--- src/rtl/core/ust_pkg.sv ---
package ust_pkg;

    // request modes
    localparam logic [1:0] MODE_INSERT = 2'd0;
    localparam logic [1:0] MODE_DELETE = 2'd1;
    localparam logic [1:0] MODE_SEARCH = 2'd2;

    // result status codes
    localparam logic [2:0] ST_OK        = 3'd0;
    localparam logic [2:0] ST_ELSEWHERE = 3'd1;
    localparam logic [2:0] ST_BADINDEX  = 3'd2;
    localparam logic [2:0] ST_DUPLICATE = 3'd3;
    localparam logic [2:0] ST_FULL      = 3'd4;
    localparam logic [2:0] ST_EMPTY     = 3'd5;
    localparam logic [2:0] ST_NOTFOUND  = 3'd6;

    // marker held by an empty slot
    localparam logic [31:0] EMPTY_MARK = 32'hFFFF_FF9D;

    // controller to datapath
    typedef struct packed {
        logic load;
        logic scan;
        logic decide;
        logic put;
    } t_ust_cmd;

    // datapath to controller
    typedef struct packed {
        logic scan_last;
        logic out_free;
    } t_ust_sts;

endpackage

--- src/rtl/core/ust_ram.sv ---
module ust_ram #(
    parameter int WIDTH = 32,
    parameter int DEPTH = 8
) (
    input  logic                     i_clk,
    input  logic                     i_we,
    input  logic [$clog2(DEPTH)-1:0] i_waddr,
    input  logic [WIDTH-1:0]         i_wdata,
    input  logic [$clog2(DEPTH)-1:0] i_raddr,
    output logic [WIDTH-1:0]         o_rdata
);

    logic [WIDTH-1:0] r_mem [DEPTH];
    logic [WIDTH-1:0] r_rdata;

    // one write port, one registered read port
    always_ff @(posedge i_clk) begin
        if (i_we) begin
            r_mem[i_waddr] <= i_wdata;
        end
        r_rdata <= r_mem[i_raddr];
    end

    assign o_rdata = r_rdata;

endmodule

--- src/rtl/core/ust_datapath.sv ---
module ust_datapath #(
    parameter int SLOTS = 8
) (
    input  logic              i_clk,
    input  logic              i_rst_n,
    input  ust_pkg::t_ust_cmd i_cmd,
    output ust_pkg::t_ust_sts o_sts,
    input  logic [1:0]        i_mode,
    input  logic [3:0]        i_slot_index,
    input  logic signed [31:0] i_item_value,
    output logic              o_out_valid,
    input  logic              i_out_ready,
    output logic [2:0]        o_status,
    output logic [2:0]        o_result_slot
);

    import ust_pkg::*;

    localparam int AW = $clog2(SLOTS);
    localparam int CW = (AW > 4) ? AW : 4;

    // request registers
    logic [1:0]    r_mode;
    logic [3:0]    r_idx;
    logic [31:0]   r_val;
    logic          r_bad;

    // scan pipeline
    logic [AW-1:0] r_addr;
    logic          r_chk_vld;
    logic [AW-1:0] r_chk_addr;
    logic [31:0]   w_rdata;
    logic [31:0]   w_eff;
    logic          w_hit;
    logic          w_is_empty;
    logic          w_idx_match;

    // scan results
    logic          r_hit_any;
    logic [AW-1:0] r_hit_idx;
    logic          r_emp_any;
    logic [AW-1:0] r_emp_idx;
    logic          r_req_empty;

    // slot occupancy, cleared by reset
    logic [SLOTS-1:0] r_valid;

    // decision
    logic [2:0]    n_status;
    logic [AW-1:0] n_tgt;
    logic          w_ins_we;
    logic          w_del_we;
    logic [AW-1:0] w_req_addr;

    // output register
    logic          r_out_valid;

    assign w_req_addr = AW'(r_idx);

    ust_ram #(
        .WIDTH (32),
        .DEPTH (SLOTS)
    ) u_ram (
        .i_clk   (i_clk),
        .i_we    (w_ins_we),
        .i_waddr (n_tgt),
        .i_wdata (r_val),
        .i_raddr (r_addr),
        .o_rdata (w_rdata)
    );

    // compare of the entry read last cycle
    assign w_eff       = r_valid[r_chk_addr] ? w_rdata : EMPTY_MARK;
    assign w_hit       = (w_eff == r_val);
    assign w_is_empty  = (w_eff == EMPTY_MARK);
    assign w_idx_match = (CW'(r_chk_addr) == CW'(r_idx));

    // outcome of the request from the scan flags
    always_comb begin
        n_status = ST_BADINDEX;
        n_tgt    = '0;
        w_ins_we = 1'b0;
        w_del_we = 1'b0;
        unique case (r_mode)
            MODE_INSERT: begin
                if (r_bad) begin
                    n_status = ST_BADINDEX;
                end else if (r_hit_any) begin
                    n_status = ST_DUPLICATE;
                end else if (r_req_empty) begin
                    n_status = ST_OK;
                    n_tgt    = w_req_addr;
                    w_ins_we = i_cmd.decide;
                end else if (r_emp_any) begin
                    n_status = ST_ELSEWHERE;
                    n_tgt    = r_emp_idx;
                    w_ins_we = i_cmd.decide;
                end else begin
                    n_status = ST_FULL;
                end
            end
            MODE_DELETE: begin
                if (r_bad) begin
                    n_status = ST_BADINDEX;
                end else if (!r_req_empty) begin
                    n_status = ST_OK;
                    n_tgt    = w_req_addr;
                    w_del_we = i_cmd.decide;
                end else begin
                    n_status = ST_EMPTY;
                end
            end
            MODE_SEARCH: begin
                if (r_hit_any) begin
                    n_status = ST_OK;
                    n_tgt    = r_hit_idx;
                end else begin
                    n_status = ST_NOTFOUND;
                end
            end
            default: begin
                n_status = ST_BADINDEX;
            end
        endcase
    end

    // request capture and scan flags
    always_ff @(posedge i_clk) begin
        if (i_cmd.load) begin
            r_mode      <= i_mode;
            r_idx       <= i_slot_index;
            r_val       <= i_item_value;
            r_bad       <= (32'(i_slot_index) >= 32'(SLOTS));
            r_hit_any   <= 1'b0;
            r_hit_idx   <= '0;
            r_emp_any   <= 1'b0;
            r_emp_idx   <= '0;
            r_req_empty <= 1'b0;
        end else if (r_chk_vld) begin
            if (w_hit && !r_hit_any) begin
                r_hit_any <= 1'b1;
                r_hit_idx <= r_chk_addr;
            end
            if (w_is_empty && !r_emp_any) begin
                r_emp_any <= 1'b1;
                r_emp_idx <= r_chk_addr;
            end
            if (w_idx_match) begin
                r_req_empty <= w_is_empty;
            end
        end
        r_chk_addr <= r_addr;
    end

    // held result between decide and output transfer
    logic [2:0] r_res_status;
    logic [2:0] r_res_slot;

    always_ff @(posedge i_clk) begin
        if (i_cmd.decide) begin
            r_res_status <= n_status;
            r_res_slot   <= (n_status == ST_OK || n_status == ST_ELSEWHERE) ? 3'(n_tgt) : 3'd0;
        end
    end

    // control state: scan address, occupancy, output valid
    always_ff @(posedge i_clk) begin
        if (!i_rst_n) begin
            r_addr      <= '0;
            r_chk_vld   <= 1'b0;
            r_valid     <= '0;
            r_out_valid <= 1'b0;
        end else begin
            if (i_cmd.load) begin
                r_addr <= '0;
            end else if (i_cmd.scan) begin
                r_addr <= r_addr + AW'(1);
            end
            r_chk_vld <= i_cmd.scan;
            if (w_ins_we) begin
                r_valid[n_tgt] <= 1'b1;
            end else if (w_del_we) begin
                r_valid[n_tgt] <= 1'b0;
            end
            if (i_cmd.put) begin
                r_out_valid <= 1'b1;
            end else if (i_out_ready) begin
                r_out_valid <= 1'b0;
            end
        end
    end

    // output payload
    logic [2:0] r_o_status;
    logic [2:0] r_o_slot;

    always_ff @(posedge i_clk) begin
        if (i_cmd.put) begin
            r_o_status <= r_res_status;
            r_o_slot   <= r_res_slot;
        end
    end

    assign o_sts.scan_last = (r_addr == AW'(SLOTS - 1));
    assign o_sts.out_free  = !r_out_valid || i_out_ready;
    assign o_out_valid     = r_out_valid;
    assign o_status        = r_o_status;
    assign o_result_slot   = r_o_slot;

endmodule

--- src/rtl/core/ust_ctrl.sv ---
module ust_ctrl (
    input  logic              i_clk,
    input  logic              i_rst_n,
    input  logic              i_in_valid,
    output logic              o_in_ready,
    input  ust_pkg::t_ust_sts i_sts,
    output ust_pkg::t_ust_cmd o_cmd
);

    import ust_pkg::*;

    typedef enum logic [2:0] {
        S_IDLE,
        S_SCAN,
        S_DRAIN,
        S_DECIDE,
        S_PUT
    } t_state;

    t_state r_state;
    t_state n_state;
    logic   r_in_ready;
    logic   n_in_ready;

    // next state and commands
    always_comb begin
        n_state      = r_state;
        o_cmd        = '0;
        unique case (r_state)
            S_IDLE: begin
                o_cmd.load = i_in_valid;
                if (i_in_valid) begin
                    n_state = S_SCAN;
                end
            end
            S_SCAN: begin
                o_cmd.scan = 1'b1;
                if (i_sts.scan_last) begin
                    n_state = S_DRAIN;
                end
            end
            S_DRAIN: begin
                n_state = S_DECIDE;
            end
            S_DECIDE: begin
                o_cmd.decide = 1'b1;
                n_state      = S_PUT;
            end
            S_PUT: begin
                o_cmd.put = i_sts.out_free;
                if (i_sts.out_free) begin
                    n_state = S_IDLE;
                end
            end
            default: begin
                n_state = S_IDLE;
            end
        endcase
        n_in_ready = (n_state == S_IDLE);
    end

    // state and registered ready
    always_ff @(posedge i_clk) begin
        if (!i_rst_n) begin
            r_state    <= S_IDLE;
            r_in_ready <= 1'b1;
        end else begin
            r_state    <= n_state;
            r_in_ready <= n_in_ready;
        end
    end

    assign o_in_ready = r_in_ready;

endmodule

--- src/rtl/core/unique_value_slot_table.sv ---
// Slot table of SLOTS signed 32-bit entries with a duplicate check.
// Input channel (i_in_valid / o_in_ready): one request per transfer with
// i_mode (insert, delete by slot, search by value), i_slot_index and
// i_item_value. Output channel (o_out_valid / i_out_ready): one result per
// request, o_status and o_result_slot, in request order.
// Each request runs a scan that reads every slot through the single read
// port of the slot memory and checks each entry with one shared set of
// compares. One request is in work at a time; the next one is taken only
// after the current result has moved to the output register.
// The finished result sits in an output register; a new request is taken
// while that result still waits. When the receiver stalls, the following
// request finishes its scan and then waits for the output register.
// Reset (synchronous, active low) empties every slot through per-slot
// occupancy bits and drops any pending result.
module unique_value_slot_table #(
    parameter int SLOTS = 8
) (
    input  logic               i_clk,
    input  logic               i_rst_n,
    input  logic               i_in_valid,
    output logic               o_in_ready,
    input  logic [1:0]         i_mode,
    input  logic [3:0]         i_slot_index,
    input  logic signed [31:0] i_item_value,
    output logic               o_out_valid,
    input  logic               i_out_ready,
    output logic [2:0]         o_status,
    output logic [2:0]         o_result_slot
);

    import ust_pkg::*;

    t_ust_cmd w_cmd;
    t_ust_sts w_sts;

    ust_ctrl u_ctrl (
        .i_clk      (i_clk),
        .i_rst_n    (i_rst_n),
        .i_in_valid (i_in_valid),
        .o_in_ready (o_in_ready),
        .i_sts      (w_sts),
        .o_cmd      (w_cmd)
    );

    ust_datapath #(
        .SLOTS (SLOTS)
    ) u_dp (
        .i_clk         (i_clk),
        .i_rst_n       (i_rst_n),
        .i_cmd         (w_cmd),
        .o_sts         (w_sts),
        .i_mode        (i_mode),
        .i_slot_index  (i_slot_index),
        .i_item_value  (i_item_value),
        .o_out_valid   (o_out_valid),
        .i_out_ready   (i_out_ready),
        .o_status      (o_status),
        .o_result_slot (o_result_slot)
    );

endmodule

--- config.mk ---
export PLATFORM = sky130hd
export DESIGN_NAME = unique_value_slot_table
export DESIGN_NICKNAME = d
export VERILOG_FILES = /design/src/rtl/core/ust_pkg.sv /design/src/rtl/core/ust_ram.sv /design/src/rtl/core/ust_datapath.sv /design/src/rtl/core/ust_ctrl.sv /design/src/rtl/core/unique_value_slot_table.sv
export SDC_FILE = /design/constraint.sdc
export NUM_CORES = 1
export LEC_CHECK = 0
export ABC_AREA = 1
export BUFFER_PORTS_ARGS = -buffer_cell sky130_fd_sc_hd__buf_4
export CORE_MARGIN = 5
export CORE_UTILIZATION = 26
export CTS_CLUSTER_DIAMETER = 100
export DETAILED_ROUTE_END_ITERATION = 10
export PLACE_DENSITY = 0.38
export REMOVE_ABC_BUFFERS = 1
export SETUP_SLACK_MARGIN = 0.05
export SYNTH_ARGS = -nofsm -noshare
export SYNTH_HDL_FRONTEND = slang
export SYNTH_SLANG_ARGS = --single-unit
--- constraint.sdc ---
create_clock -name i_clk -period 10.3 [get_ports i_clk]
set_input_delay 2.06 -clock i_clk [delete_from_list [all_inputs] [get_ports i_clk]]
set_output_delay 2.06 -clock i_clk [all_outputs]
set_load 0.02 [all_outputs]
==> results of run 1 <==
==> state kept, by name, summed over array words and instances, names as in the netlist, 3 cells and up, named ones only <==
signal and cells:
u_dp.r_emp_idx 3, u_dp.r_res_slot 3, u_dp.r_val 32, u_dp.o_result_slot 3, u_dp.r_addr 3, u_ctrl.r_state 3, u_dp.r_idx 4, u_dp.r_chk_addr 3
u_dp.u_ram.r_mem 256, u_dp.u_ram.o_rdata 32, u_dp.r_hit_idx 3, u_dp.r_res_status 3, u_dp.o_status 3
==> metrics by stage <==
stage	setup slack, ns	instance area [um2]	cells
after floorplan	5.18	14400	1243
after global placement	6.71	15900	2064
after detailed placement	6.72	15900	2064
after CTS	6.98	17300	2143
after global routing	6.68	17300	2143
final	6.98	17300	2143
==> area by class of cell <==
class	count	area [um2]
repair buffers	65	488
clock buffers	67	1280
well taps	756	946
inverters	94	355
multi-input cells	781	3650
clock inverters	12	138
flip-flops and latches	368	10400
fillers	5815	38900
==> logic make-up (layout without fill, tap and decap cells) <==
group	Yosys count	in the layout	share of synthesized area (%)
AO/OA/AOI/OAI	242	242	9.13
flip-flops	368	368	71.2
buffers and inverters	155	238	4.15
AND/OR/NAND/NOR	533	533	15.1
XOR/XNOR	4	4	0.239
adder cells (fa/ha/maj)	2	2	0.171
==> worst paths after layout <==
kind,startpoint,to,slack [ns],cells past startpoint
worst max-delay path,u_dp.r_chk_addr[0],u_dp.r_emp_idx[0],6.98,14
worst min-delay path,u_dp.r_addr[2],u_dp.r_chk_addr[2],0.42,0
worst max register to register,u_dp.r_chk_addr[0],u_dp.r_emp_idx[0],6.98,14
worst min register to register,u_dp.r_addr[2],u_dp.r_chk_addr[2],0.42,0
==> where the power goes <==
group / switching, mW / internal [mW] / leakage [nW]
registers: 0.0415 / 1.65 / 3.29
clock network: 0.593 / 0.928 / 0.698
logic: 0.151 / 0.0692 / 2.18
total: 0.785 / 2.64 / 6.17
==> metal layers <==
metal	routed length, um	share of wire (%)	track usage, %	up-vias
li1	-	-	-	4663
met1	18400	47	17.4	4710
met2	18600	48	20.9	136
met3	1160	3.0	1.84	47
met4	818	2.1	3.72	0
met5	0	0	0	-
==> synth_stat cells, drive strengths merged (3+ instances only) <==
cell type | count | area share (%)
o41ai | 3 | 0.18
xor2 | 3 | 0.18
nand2 | 112 | 2.9
o21ai | 143 | 4.9
nand4 | 28 | 1.2
dfxtp | 61 | 8.3
inv | 94 | 2.4
buf | 14 | 0.54
o22ai | 35 | 1.5
nor2 | 326 | 8.5
o21bai | 5 | 0.31
edfxtp | 307 | 63
nand3b | 4 | 0.20
nand3 | 48 | 1.7
clkbuf | 47 | 1.2
nor3 | 12 | 0.49
a31oi | 32 | 1.4
a21oi | 20 | 0.68
==> worst max-delay path, delay by kind of cell, from the launching register on <==
| family | cells | cell delay (ns) |
|---|---|---|
| simple gates | 10 | 2.23 |
| buf+inv | 3 | 0.45 |
| flops | 1 | 0.34 |
| compound gates | 1 | 0.14 |
==> metrics.cfg, run 1 <==
[worst_setup_path]
crit_path_cell_trace=inv_2, nand2_1, nand3_1, nand3_2, nand2_4, inv_2, o41ai_1, nand3_1, inv_1, nand2_1, nor2_1, nand4_1, nand2_1, nor2_1
critical-path-max-stage-delay_ns=0.71
worst-path-max-fanout=42
required_ns=10.75
cp-end-kind=flip-flop
critPathLaunchType=flip-flop
cp.arrival_ns=3.77
path_common_cell=nand2_1
slowest_stage=nand3_2
path_class=flip-flop to flip-flop

[timing]
max_freq_mhz=301
finalClockSkew_ns=0.0125
maxSlewHeadroom_pct=36.8
hold_slack_ns=0.416
hold_viol=0
grt_setup_unrepaired=false
layout_worst_path_cycle_share_pct=32.2
final_max_slew_viol_count=0
period_minus_slack_ns=3.32
tightestPinTransition_ns=0.946
setup_viol=0
finalSetupTns_ns=0

[finish]
finish.utilization_pct=30.8
drive_above_1_share_pct=11.2
nets=1397
diodes=0
final_common_cell=nor2_1
syn_to_final_growth_pct=18.0
final_cell_mix=nor2_1, edfxtp_1, o21ai_0, nand2_1, inv_1

[run_status]
status=finished clean

[routing]
viasPerCell=4.46
ant_nets=0
drt-initial-drc-count=681
dr.pass1.iters=5
routed_wl_mm=38.9
wl_per_cell_um=18.2
drc_errors=0
vias=9556

[global_route]
track_usage_pct=12.6
grt_pass1_wl_mm=59.1
grt_pass1_vias=9303
grt_max_degree=75
antenna_found_initial=0
globalRoute.totalOverflow=0

[clock_network]
numCtsBuffers=43
clk_pin_slew_ns=0.05
cts_root_buf=clkbuf_16
htree_levels=2
clk_latency_ns=0.55
clockBufferDepth=3
post_cts_resized=0
clock_sinks=368
cts_tree=built
cts_setup_buffers=0
hold_buffers=0

[synth]
synth_area_per_cell_um2=11.2
synth_ff_type=edfxtp_1
syn_inst=1304
yosysUniqueCellTypes=38
seq_area_frac_synth_pct=71.2
yosys_warnings=0
ys_async_sr_fraction_pct=0
synth_enable_flop_cells=307
syn_area_um2=14700
ys_ff_latch=368

[floorplan]
die_h_um=247
die_x_um=247
initial_core_util_pct=26.1
ios=50
fp.coreArea_um2=56200
rows=87
dieArea_um2=61200

[power]
power_mw=3.43
p_leak_nw=6.17
ir_drop_mv=0.0929
powerDensity_nw_per_um2=198

[place]
gp_congestion=0.805
portBuffers=49
dp_hpwl_mm=22.4

[job]
cap_violations=0

[min_path]
hold_path.class=flip-flop to flip-flop

(Power assumes the default switching activity.)
==> inputs of run 2 (changes only) <==
PLACE_DENSITY = 0.39   (was 0.38)
clock period = 3 ns   (was 10.3 ns; I/O delays follow)
==> metrics.cfg, run 2 (synthesized netlist as in run 1, its figures left out) <==
[worst_setup_path]
cp-end-kind=flip-flop
crit_path_cell_trace=inv_2, nand2_1, nand3_1, nand3_2, buf_4, nand3_1, nand2_1, nand2_1, nor2_1, nand2_1, nor2_1, nand2_1, nor2_1, nand3_1, nand2_1, nor2_1
slowest_stage=dfxtp_1
r2r_slack_ns=0.47
worst-path-max-fanout=41
path_depth=16
critical-path-max-stage-delay_ns=0.40
reg2reg_depth=16
path_class=flip-flop to flip-flop
critPathLaunch=u_dp.r_chk_addr[0]
endpoint=u_dp.r_hit_idx[2]
crit_family=simple AND/OR/NAND/NOR gates
path_common_cell=nand2_1
required_ns=3.47
cp.arrival_ns=2.99
critPathLaunchType=flip-flop
rr_startpoint=u_dp.r_chk_addr[0]
crit_buf_inv=2
reg2reg_to=u_dp.r_hit_idx[2]

[routing]
vias=9681
wl_met3_mm=1.35
wl_per_cell_um=18.3
met2_length_mm=18.7
top_layer_used=met4
routed_wl_mm=39.6
drt-initial-drc-count=666
viasPerCell=4.48
wl_met1_mm=18.6
ant_nets=0
drc_errors=0
dr.pass1.iters=5

[power]
internal_power_mw=8.99
p_leak_nw=6.28
combPwrFrac_pct=6.7
switching_share_pct=23.7
pwr-share-seq_pct=49.2
power_mw=11.8
powerDensity_nw_per_um2=671
p_sw_mw=2.79
clkPwrFrac_pct=44.1
ir_drop_mv=0.378

[finish]
nFillCells=5761
final_cell_mix=nor2_1, edfxtp_1, o21ai_0, nand2_1, inv_1
final_common_cell=nor2_1
seq_area_um2=10400
nets=1414
drive_above_1_share_pct=12.4
top_register=u_dp.u_ram.r_mem
multi_input_area_um2=3650
syn_to_final_growth_pct=19.7
diodes=0
largest_register_ffs=256

[place]
dp_hpwl_mm=24.2
gp_congestion=0.816
portBuffers=49

[floorplan]
ios=50
die_x_um=247
dieArea_um2=61200
die_h_um=247
rows=87
fp.coreArea_um2=56200
initial_core_util_pct=26.1

[clock_network]
clock_sinks=368
clk_pin_slew_ns=0.06
clk_latency_ns=0.58
numCtsBuffers=44
hold_buffers=0
post_cts_resized=0
clockBufferDepth=3
cts_setup_buffers=0
cts_root_buf=clkbuf_16
htree_levels=2
cts_tree=built

[global_route]
grt_pass1_vias=9826
globalRoute.totalOverflow=0
grt_pass1_wl_mm=60.7
antenna_found_initial=1
grt_max_degree=71
track_usage_pct=12.9

[timing]
tightestPinTransition_ns=0.725
hold_viol=0
grt_setup_unrepaired=false
period_minus_slack_ns=2.53
finalSetupTns_ns=0
maxSlewHeadroom_pct=51.7
final_max_slew_viol_count=0
setup_viol=0
max_freq_mhz=396
layout_worst_path_cycle_share_pct=84.3
finalClockSkew_ns=0.0246

[run_status]
status=finished clean

[job]
cap_violations=0

[min_path]
hold_path.class=primary input to flip-flop

[run 2: cell count changes in the layout (fill, tap and decap cells not counted)]
cell	delta
buf_4	+6
clkbuf_1	-1
inv_2	+1
clkinv_8	+3
buf_12	+10
clkbuf_16	-1
clkinvlp_4	+1
bufinv_16	-1
[run 2: area by class of cell]
cell class / instances / area share, %
flip-flops and latches: 368 / 59.5
inverters: 94 / 2.02
clock buffers: 65 / 7.12
clock inverters: 16 / 0.963
repair buffers: 81 / 4.18
multi-input cells: 781 / 20.8
well taps: 756 / 5.39
[run 2: worst reg2reg max path, delay by kind of cell (launching register included)]
family / cells / cell delay, ns
buf+inv: 2 / 0.51
flops: 1 / 0.40
simple gates: 14 / 1.50
[run 2: how the worst min path moves through the flow]
stage,startpoint,to,slack [ns],cells after the start
after detailed placement,u_dp.r_addr[2],u_dp.r_chk_addr[2],0.38,0
final,i_item_value[14],u_dp.r_val[14],0.19,1
after floorplan,u_dp.r_addr[2],u_dp.r_chk_addr[2],0.36,0
after global routing,i_item_value[16],u_dp.r_val[16],0.16,1
after CTS,i_item_value[14],u_dp.r_val[14],0.14,1
after global placement,u_dp.r_addr[2],u_dp.r_chk_addr[2],0.38,0
[run 2: power groups by stage]
stage	logic (mW)	registers, mW	clock network (mW)
floorplan	0.468	5.86	0
global placement	0.807	5.91	0
detailed placement	0.805	5.90	0
CTS	0.809	5.80	5.39
global route	0.898	5.81	5.62
finish	0.792	5.80	5.19
[run 2: metrics by stage]
stage / utilization [%] / hold WS (ns) / worst slack (ns) / instances / cell area [um2]
2_1_floorplan: - / 0.355 / -2.12 / 1243 / 14400
3_3_place_gp: 28.7 / 0.379 / 0.495 / 2080 / 16100
3_5_place_dp: 28.7 / 0.385 / 0.455 / 2080 / 16100
4_1_cts: 31.2 / 0.144 / 0.457 / 2161 / 17500
5_1_grt: 31.2 / 0.163 / 0.173 / 2161 / 17500
6_report: 31.2 / 0.193 / 0.472 / 2161 / 17500
[run 2: per-layer routing]
metal	GRT usage [%]	vias up
li1	-	4693
met1	17.5	4782
met2	21.4	148
met3	2.02	58
met4	4.03	0
met5	0	-
==> inputs of run 3 (changes only) <==
PLACE_DENSITY = 0.38   (was 0.39)
clock period = 2.6 ns   (was 3 ns; I/O delays follow)
==> metrics.cfg, run 3 (synthesized netlist as in run 1, its figures left out) <==
[run_status]
status=finished clean

[finish]
largest_register_ffs=256
final_cell_mix=nor2_1, edfxtp_1, o21ai_0, nand2_1, inv_1
top_register=u_dp.u_ram.r_mem
design_area_um2=17900
nets=1425
final_common_cell=nor2_1
final-instance-count-excl-fill=2170
drive_above_1_share_pct=13.9
diodes=0
syn_to_final_growth_pct=22.1

[place]
dpl-instance-area_um2=16300
portBuffers=49
gp_congestion=0.801
dp_cells=2090
dp_hpwl_mm=25.0

[worst_setup_path]
worst-path-max-fanout=20
rr_startpoint=u_dp.r_mode[1]
path_class=flip-flop to flip-flop
cp.arrival_ns=2.63
critPathLaunch=u_dp.r_mode[1]
critPathLaunchType=flip-flop
cp-end-kind=flip-flop
required_ns=2.84
reg2reg_depth=8

[global_route]
track_usage_pct=13.1
grt_max_degree=83
grt_pass1_vias=9726
globalRoute.totalOverflow=0
grt_pass1_wl_mm=60.9
antenna_found_initial=0

[clock_network]
clk_pin_slew_ns=0.06
clockBufferDepth=3
numCtsBuffers=42
htree_levels=2
clk_latency_ns=0.56
clock_sinks=368
cts_root_buf=clkbuf_16
cts_tree=built

[floorplan]
ios=50
fp.coreArea_um2=56200
rows=87
die_h_um=247
dieArea_um2=61200
die_x_um=247
initial_core_util_pct=26.1

[timing]
setup_viol=0
maxSlewHeadroom_pct=58.1
final_max_slew_viol_count=0
tightestPinTransition_ns=0.612
finalClockSkew_ns=0.0219
layout_worst_path_cycle_share_pct=92.0
period_minus_slack_ns=2.39
max_freq_mhz=418
grt_setup_unrepaired=true
hold_viol=0

[power]
ir_drop_mv=0.393
switching_share_pct=22.6
pwr-share-seq_pct=47.8
powerDensity_nw_per_um2=782
combPwrFrac_pct=6.9
clkPwrFrac_pct=45.4
p_leak_nw=6.44
internal_power_mw=10.8
p_sw_mw=3.16

[routing]
vias=9666
ant_nets=0
routed_wl_mm=40.5
viasPerCell=4.45
drc_errors=0
dr.pass1.iters=5
drt-initial-drc-count=533
wl_per_cell_um=18.6

[min_path]
hold_path.class=primary input to flip-flop
worstHoldPathCells=1
min_from=i_item_value[26]

[job]
cap_violations=0

[run 3: per-stage QoR]
step	setup WS, ns	setup TNS (ns)	hold slack [ns]	total power [mW]	util [%]
2_1_floorplan	-2.52	-320.43	0.355	7.30	-
3_3_place_gp	0.197	0	0.377	7.78	29.1
3_5_place_dp	0.195	0	0.381	7.78	29.1
4_1_cts	0.157	0	0.0956	14.2	31.7
5_1_grt	0.0424	0	0.105	14.6	31.9
6_report	0.208	0	0.134	14.0	31.9
[run 3: final cells by class]
class / instances / area [um2]
clock buffers: 55 / 1210
well taps: 756 / 946
flip-flops and latches: 368 / 10400
clock inverters: 22 / 294
fillers: 5765 / 38300
multi-input cells: 781 / 3670
repair buffers: 94 / 985
inverters: 94 / 354
[run 3: routing by layer]
| metal | GRT usage (%) | wire length [um] | share of wire [%] | vias to the layer above |
|---|---|---|---|---|
| met2 | 22.2 | 19600 | 48 | 119 |
| met3 | 2.05 | 1210 | 3.0 | 46 |
| met5 | 0 | 0 | 0 | - |
| met1 | 17.7 | 18900 | 47 | 4768 |
| met4 | 3.48 | 711 | 1.8 | 0 |
| li1 | - | - | - | 4733 |
[run 3: power by group through the flow]
stage / combinational (mW) / clock (mW) / sequential, mW
2_1_floorplan: 0.540 / 0 / 6.76
3_3_place_gp: 0.967 / 0 / 6.81
3_5_place_dp: 0.966 / 0 / 6.81
4_1_cts: 0.970 / 6.57 / 6.69
5_1_grt: 1.09 / 6.82 / 6.70
6_report: 0.964 / 6.35 / 6.68
[run 3: critical path: stages, from the launching register on]
cell      delay [ns]
edfxtp_1        0.40
nor2_1          0.22
nand2_1         0.14
nor3_1          0.34
nor3_4          0.10
inv_1           0.19
nand3_1         0.20
nor2_4          0.23
buf_12          0.23
[run 3: worst paths after layout]
kind                                 end  slack (ns)
setup / recovery  u_dp.u_ram.r_mem[5][4]        0.21
hold / removal            u_dp.r_val[26]        0.13
setup reg to reg  u_dp.u_ram.r_mem[5][4]        0.21
hold reg to reg       u_dp.r_chk_addr[2]        0.39
[run 3: repair_timing]
action | 4_1_cts | 5_1_grt
gates resized for setup | 0 | 8
buffers inserted | 0 | 2
endpoints found under the setup margin | 0 | 86
hold buffers | 0 | 0
